## src/hdl/rmq_pkg.sv

```systemverilog
// ----------------------------------------------------------------------------
// rmq_pkg: shared types and constants for the matrix to quaternion pipeline
// Widths of the square-root and divider pipelines and the case codes.
// ----------------------------------------------------------------------------
package rmq_pkg;

  localparam int FRAC_BITS_DEF = 30;

  // entry and result width
  localparam int DATA_W = 32;
  // sign-extended sums of ONE and up to three entries
  localparam int ARG_W  = 35;
  // magnitude of a sum or difference of two entries
  localparam int MAG_W  = 33;

  // square root: 64-bit radicand, 32-bit root, one root bit per stage
  localparam int RAD_W    = 64;
  localparam int ROOT_W   = 32;
  localparam int SQ_STEPS = ROOT_W;
  localparam int SQ_REM_W = ROOT_W + 2;

  // divider: 64-bit dividend, 33-bit divisor, one quotient bit per stage
  localparam int DIVD_W   = 64;
  localparam int DIVS_W   = ROOT_W + 1;
  localparam int Q_W      = 32;
  localparam int DV_STEPS = Q_W;
  localparam int DV_LAT   = DV_STEPS + 1;

  // accept edge to the edge that takes the result
  localparam int LATENCY = 3 + SQ_STEPS + 1 + DV_LAT + 1;

  typedef enum logic [1:0] {
    CASE_TRACE = 2'd0,
    CASE_X     = 2'd1,
    CASE_Y     = 2'd2,
    CASE_Z     = 2'd3
  } case_t;

endpackage

```

## src/hdl/rmq_sqrt.sv

```systemverilog
// ----------------------------------------------------------------------------
// rmq_sqrt: pipelined integer square root
// Restoring digit recurrence, one root bit per stage, one word per cycle.
// ----------------------------------------------------------------------------
module rmq_sqrt
  import rmq_pkg::*;
(
  input  logic              clk,
  input  logic              rst,
  input  logic              in_valid,
  input  logic [RAD_W-1:0]  rad,
  output logic              out_valid,
  output logic [ROOT_W-1:0] root
);

  logic                vld     [SQ_STEPS];
  logic [SQ_REM_W-1:0] rem_q   [SQ_STEPS];
  logic [ROOT_W-1:0]   root_q  [SQ_STEPS];
  logic [RAD_W-1:0]    rad_q   [SQ_STEPS];

  logic [SQ_REM_W-1:0] rem_in  [SQ_STEPS];
  logic [ROOT_W-1:0]   root_in [SQ_STEPS];
  logic [RAD_W-1:0]    rad_in  [SQ_STEPS];
  logic [SQ_REM_W+1:0] cur     [SQ_STEPS];
  logic [SQ_REM_W+1:0] trial   [SQ_STEPS];

  genvar j;
  generate
    for (j = 0; j < SQ_STEPS; j++) begin : g_step
      if (j == 0) begin : g_first
        assign rem_in[j]  = '0;
        assign root_in[j] = '0;
        assign rad_in[j]  = rad;
      end else begin : g_next
        assign rem_in[j]  = rem_q[j-1];
        assign root_in[j] = root_q[j-1];
        assign rad_in[j]  = rad_q[j-1];
      end

      // bring down two radicand bits and try root*4+1
      assign cur[j]   = {rem_in[j], rad_in[j][RAD_W-1 -: 2]};
      assign trial[j] = {2'b00, root_in[j], 2'b01};

      always_ff @(posedge clk) begin
        if (rst) begin
          vld[j] <= 1'b0;
        end else begin
          vld[j] <= (j == 0) ? in_valid : vld[(j == 0) ? 0 : j-1];
        end
        rad_q[j] <= {rad_in[j][RAD_W-3:0], 2'b00};
        if (cur[j] >= trial[j]) begin
          rem_q[j]  <= SQ_REM_W'(cur[j] - trial[j]);
          root_q[j] <= {root_in[j][ROOT_W-2:0], 1'b1};
        end else begin
          rem_q[j]  <= cur[j][SQ_REM_W-1:0];
          root_q[j] <= {root_in[j][ROOT_W-2:0], 1'b0};
        end
      end
    end
  endgenerate

  assign out_valid = vld[SQ_STEPS-1];
  assign root      = root_q[SQ_STEPS-1];

endmodule

```

## config.mk

```make
export PLATFORM = sky130hd
export DESIGN_NAME = rmq_sqrt
export DESIGN_NICKNAME = d
export VERILOG_FILES = /design/src/hdl/rmq_pkg.sv /design/src/hdl/rmq_sqrt.sv
export SDC_FILE = /design/constraint.sdc
export NUM_CORES = 2
export LEC_CHECK = 0
export BUFFER_PORTS_ARGS = -buffer_cell sky130_fd_sc_hd__buf_4
export CAP_MARGIN = 25
export CORE_UTILIZATION = 51
export DETAILED_ROUTE_END_ITERATION = 7
export PLACE_DENSITY = 0.67
export SYNTH_ARGS = -nofsm -noshare
export SYNTH_HDL_FRONTEND = slang
export SYNTH_MEMORY_MAX_BITS = 65536
export SYNTH_SLANG_ARGS = --single-unit
```

## constraint.sdc

```tcl
create_clock -name clk -period 5.35 [get_ports clk]
set_input_delay 0.2675 -clock clk [delete_from_list [all_inputs] [get_ports clk]]
set_output_delay 0.2675 -clock clk [all_outputs]
set_load 0.01 [all_outputs]
```

# Yosys cells after proc, flatten, opt, wreduce, memory -nomap -nowiden
# Memories as Yosys holds them, arrays and structs flattened.
# Cells that the tools add are included.
# op_classes
mux	195
bitwise	96
magnitude_cmp	32
addsub	32
# ops
op	count
36-bit by 34-bit greater-or-equal comparator with 1-bit output	31
34-bit 2-to-1 mux	32
34-bit subtractor	31
32-bit 2-to-1 mux	32
1-bit 2-to-1 mux	131
1-bit OR	96
2-bit by 1-bit subtractor with 3-bit output (second input constant)	1
2-bit by 1-bit greater-or-equal comparator with 1-bit output (second input constant)	1
# word_totals
ramBits	4128
n_memories	4
regBits	0
# mem_list
name	depth	word_bits	read_ports	rd_clocked_by_memory_dff	write_ports	line	text
rad_q	32	62	31	0	32	rmq_sqrt.sv:19	logic [RAD_W-1:0] rad_q [SQ_STEPS];
rem_q	32	34	31	0	32	rmq_sqrt.sv:17	logic [SQ_REM_W-1:0] rem_q [SQ_STEPS];
root_q	32	32	32	0	32	rmq_sqrt.sv:18	logic [ROOT_W-1:0] root_q [SQ_STEPS];
vld	32	1	32	0	32	rmq_sqrt.sv:16	logic vld [SQ_STEPS];

# Depth between registers and ports, before layout
# An unclocked memory read counts as a cell.
# logic_depth
depth_word	5
ltp_mapped	15

# Worst setup path before layout
# No wires, ideal clock.
# synth_timing
path_type	reg-to-reg
start	memory rem_q[1][112] (netlist name)
end	memory rem_q[2][27] (netlist name)
slack_ps	2286
arrival_ps	2931
setup_ps	134
required_ps	5216
path_stages_with_launch	12
path_cell_list	dfxtp_1 -> or3_1 -> or2_1 -> or4_1 -> or3_1 -> clkbuf_1 -> or4_1 -> nor2b_1 -> nand2_1 -> buf_2 -> nor4_1 -> xor2_1
# synth_rtl
element	line
start: declaration	rmq_sqrt.sv:17

==> results.py <==
metrics = {
    "timing": {
        "rsz0062_at_grt": "no",
        "final_hold_viol_count": 0,
        "setup_viol": 0,
        "maxSlewViolCount": 0,
        "slew_headroom": 0.145,
        "fin_ws_ns": 1.35,
        "period_share": 0.749,
        "clock.fmax_ghz": 0.250,
        "skew_ns": 0.0628,
        "tns_ns": 0,
        "worst_pin_slew_ns": 1.28,
        "fin_crit_ns": 4.00,
    },
    "clock_tree": {
        "cts_tree": "done",
        "clockBufferDepth": 4,
        "cts.sinks": 2555,
        "ctsRootBufferMaster": "clkbuf_16",
        "cts_inserted_buffers": 274,
        "clock_latency_ns": 0.92,
        "htreeDepth": 5,
        "post_cts_buffers": 0,
        "ctsResizeCount": 0,
        "postCtsHoldBufs": 128,
        "path_clk_slew_ns": 0.06,
    },
    "floorplan": {
        "die_h_um": 430,
        "initial_core_util": 0.515,
        "ioPinCount": 100,
        "coreArea_um2": 181000,
        "die_area_um2": 185000,
        "rows": 156,
        "dieWidth_um": 430,
    },
    "route": {
        "wl_um": 195000,
        "wl_per_cell_um": 16.2,
        "drc": 0,
        "drtIter0Drc": 3480,
        "ant_nets": 0,
        "dr.pass1.iters": 5,
        "num_vias": 63177,
        "via_per_inst": 5.24,
    },
    "finish": {
        "nNetsFinal": 10139,
        "final_area_um2": 107000,
        "syn2layout_area_growth_pct": 14.5,
        "fin_util": 0.590,
        "drive_gt1_frac": 0.0732,
        "final_common_cell": "dfxtp_1",
        "diodes": 0,
        "final_cell_mix": "2,555 x dfxtp_1, 714 x inv_1, 624 x a21oi_1",
    },
    "pwr": {
        "p_int_mw": 37.0,
        "power_density_nw_per_um2": 475,
        "p_leak_nw": 50.2,
        "p_switching_mw": 13.8,
        "seqPwrFrac": 0.482,
        "clkPwrFrac": 0.368,
        "combPwrFrac": 0.150,
        "switching_share": 0.271,
        "ir_worst_vdd_mv": 0.295,
        "p_total_mw": 50.8,
    },
    "global_route": {
        "antenna_found_initial": 3,
        "grt_max_degree": 55,
        "grt_pass1_wl_um": 318000,
        "grt_remaining_overflow": 0,
        "grt.total_usage": 0.209,
        "grt_pass1_vias": 62634,
    },
    "setup_path": {
        "critPathMaxStageDelay_ns": 0.62,
        "slowest_stage": "o21ai_0",
        "reg2reg_from": "root_q[7][0]$_DFF_P_",
        "worstSetupEndpointType": "flop",
        "worst-setup-path-type": "reg -> reg",
        "startpoint_type": "flop",
        "crit_fanout": 25,
        "crit_required_ns": 6.13,
        "r2r_cells": 12,
        "r2r_setup_slack_ns": 1.35,
        "critPathArrivalTime_ns": 4.79,
        "r2r_end": "rem_q[7][64]$_DFF_P_",
        "path_cells": "inv_1 > ha_1 > nor2b_1 > o2111ai_1 > a21oi_1 > o21ai_0 > o21ai_0 > a41oi_1 > o311ai_0 > a21oi_4 > inv_1 > mux2_2",
    },
    "placement": {
        "post-place-ws_ns": 1.41,
        "port_buffers": 99,
        "post_dp_cell_area_um2": 96600,
        "dp_hpwl_um": 145000,
        "globalplace.congestion": 0.899,
    },
    "hold_path": {
        "holdCritStartpoint": "rad[18]",
        "hp-class": "in -> reg",
        "hold_depth": 2,
        "hold_end": "rad_q[0][18]$_DFF_P_",
    },
    "synth": {
        "async_flop_share": 0,
        "synth_edf_count": 0,
        "synth_area_per_cell_um2": 10.2,
        "synth_nets": 9811,
        "yosys-top-cells-area": "dfxtp_1 55%, ha_1 7.5%, xnor2_1 4.5%, xor2_1 3.5%, a21oi_1 3.4%",
        "yosysSeqAreaShare": 0.548,
        "synth_top_area_cell": "dfxtp_1",
        "yosys_warnings": 0,
        "synth_flop_cell": "dfxtp_1",
        "ys_ff_latch": 2555,
        "synthDistinctLibCells": 89,
        "syn_area_um2": 93400,
        "synth_top_area_frac": 0.548,
        "syn_inst": 9182,
    },
    "run": {
        "maxCapViolations": 0,
    },
    "status": {
        "status": "completed",
    },
}
[cells in the mapped netlist (15+ instances only)]
| library cell | number |
|---|---|
| a31oi_1 | 58 |
| nand2_1 | 563 |
| dfxtp_1 | 2555 |
| clkbuf_1 | 169 |
| ha_1 | 562 |
| xnor2_1 | 476 |
| o211ai_1 | 34 |
| nand3_1 | 164 |
| and4_1 | 19 |
| inv_1 | 714 |
| a211oi_1 | 34 |
| nor4_1 | 114 |
| a21oi_1 | 627 |
| nor3_1 | 202 |
| a31o_2 | 15 |
| nor3b_1 | 20 |
| and3_1 | 59 |
| or2_2 | 33 |
| o21ai_0 | 403 |
| nand3b_1 | 31 |
| nand4b_1 | 16 |
| a21o_1 | 261 |
| nor2b_1 | 131 |
| or4_1 | 51 |
| nand4_1 | 100 |
| mux2_2 | 95 |
| buf_1 | 24 |
| xor2_1 | 370 |
| or3_1 | 83 |
| o31ai_1 | 49 |
| o21a_1 | 106 |
| nand2b_1 | 125 |
| and2_1 | 33 |
| a21boi_0 | 28 |
| nor2_1 | 571 |
| o21bai_1 | 51 |
[how the worst max path moves through the flow]
stage               slack [ns]             startpoint                   end
floorplan                 2.29  rem_q[1][112]$_DFF_P_  rem_q[2][27]$_DFF_P_
detailed placement        1.41   root_q[7][0]$_DFF_P_  rem_q[7][64]$_DFF_P_
finish                    1.35   root_q[7][0]$_DFF_P_  rem_q[7][64]$_DFF_P_
global placement          1.48   root_q[7][0]$_DFF_P_  rem_q[7][64]$_DFF_P_
global route              1.02   root_q[7][0]$_DFF_P_  rem_q[7][64]$_DFF_P_
CTS                       1.35   root_q[7][0]$_DFF_P_  rem_q[7][64]$_DFF_P_
[layer usage]
layer,up-vias,GRT usage,share of wire
met5,-,0,0
met4,0,0.0897,0.040
met3,508,0.0317,0.037
met2,1296,0.372,0.49
met1,29370,0.250,0.43
li1,32003,-,-
[final cells by class]
type | count | area [um^2]
sequential | 2555 | 51100
multi-input combinational | 5710 | 38900
tap | 2370 | 2970
clock buffer | 377 | 7920
inverter | 715 | 2680
clock inverter | 87 | 1140
fill | 15257 | 74400
timing repair buffer | 254 | 2240
[through the flow]
stage               instances  hold WS, ns
floorplan                9182        0.295
global placement        11475        0.310
detailed placement      11476        0.312
CTS                     12068      0.00273
global route            12068       0.0277
finish                  12068       0.0565
[worst max-delay path: cells and delay by family (launching register included)]
| kind | cells | cell delay [ns] |
|---|---|---|
| buffers and inverters | 2 | 0.36 |
| adder cells (fa/ha/maj) | 1 | 0.36 |
| AO/OA/AOI/OAI | 7 | 2.26 |
| multiplexers | 1 | 0.37 |
| AND/OR/NAND/NOR | 1 | 0.19 |
| flip-flops | 1 | 0.34 |
[sequential cells by signal, summed over array words and instances (netlist names)]
register	flops
rem_q	1003
root_q	528
vld	32
rad_q	992
[power by group through the flow]
stage	clock [mW]	sequential (mW)	combinational, mW
global placement	0	24.8	7.40
floorplan	0	23.9	6.00
CTS	19.3	24.5	7.63
detailed placement	0	24.9	7.50
finish	18.7	24.5	7.63
global route	20.1	24.8	8.56
[cell families after synthesis]
kind of cell	synth area share
and+or+nand+nor	0.125
other	0.0000401
adders and majority gates	0.0753
buffers and inverters	0.0370
xor gates and xnor gates	0.0793
muxes	0.0125
DFF	0.548
AOI/OAI and AO/OA	0.123
Power figures use the tool's default switching activity.
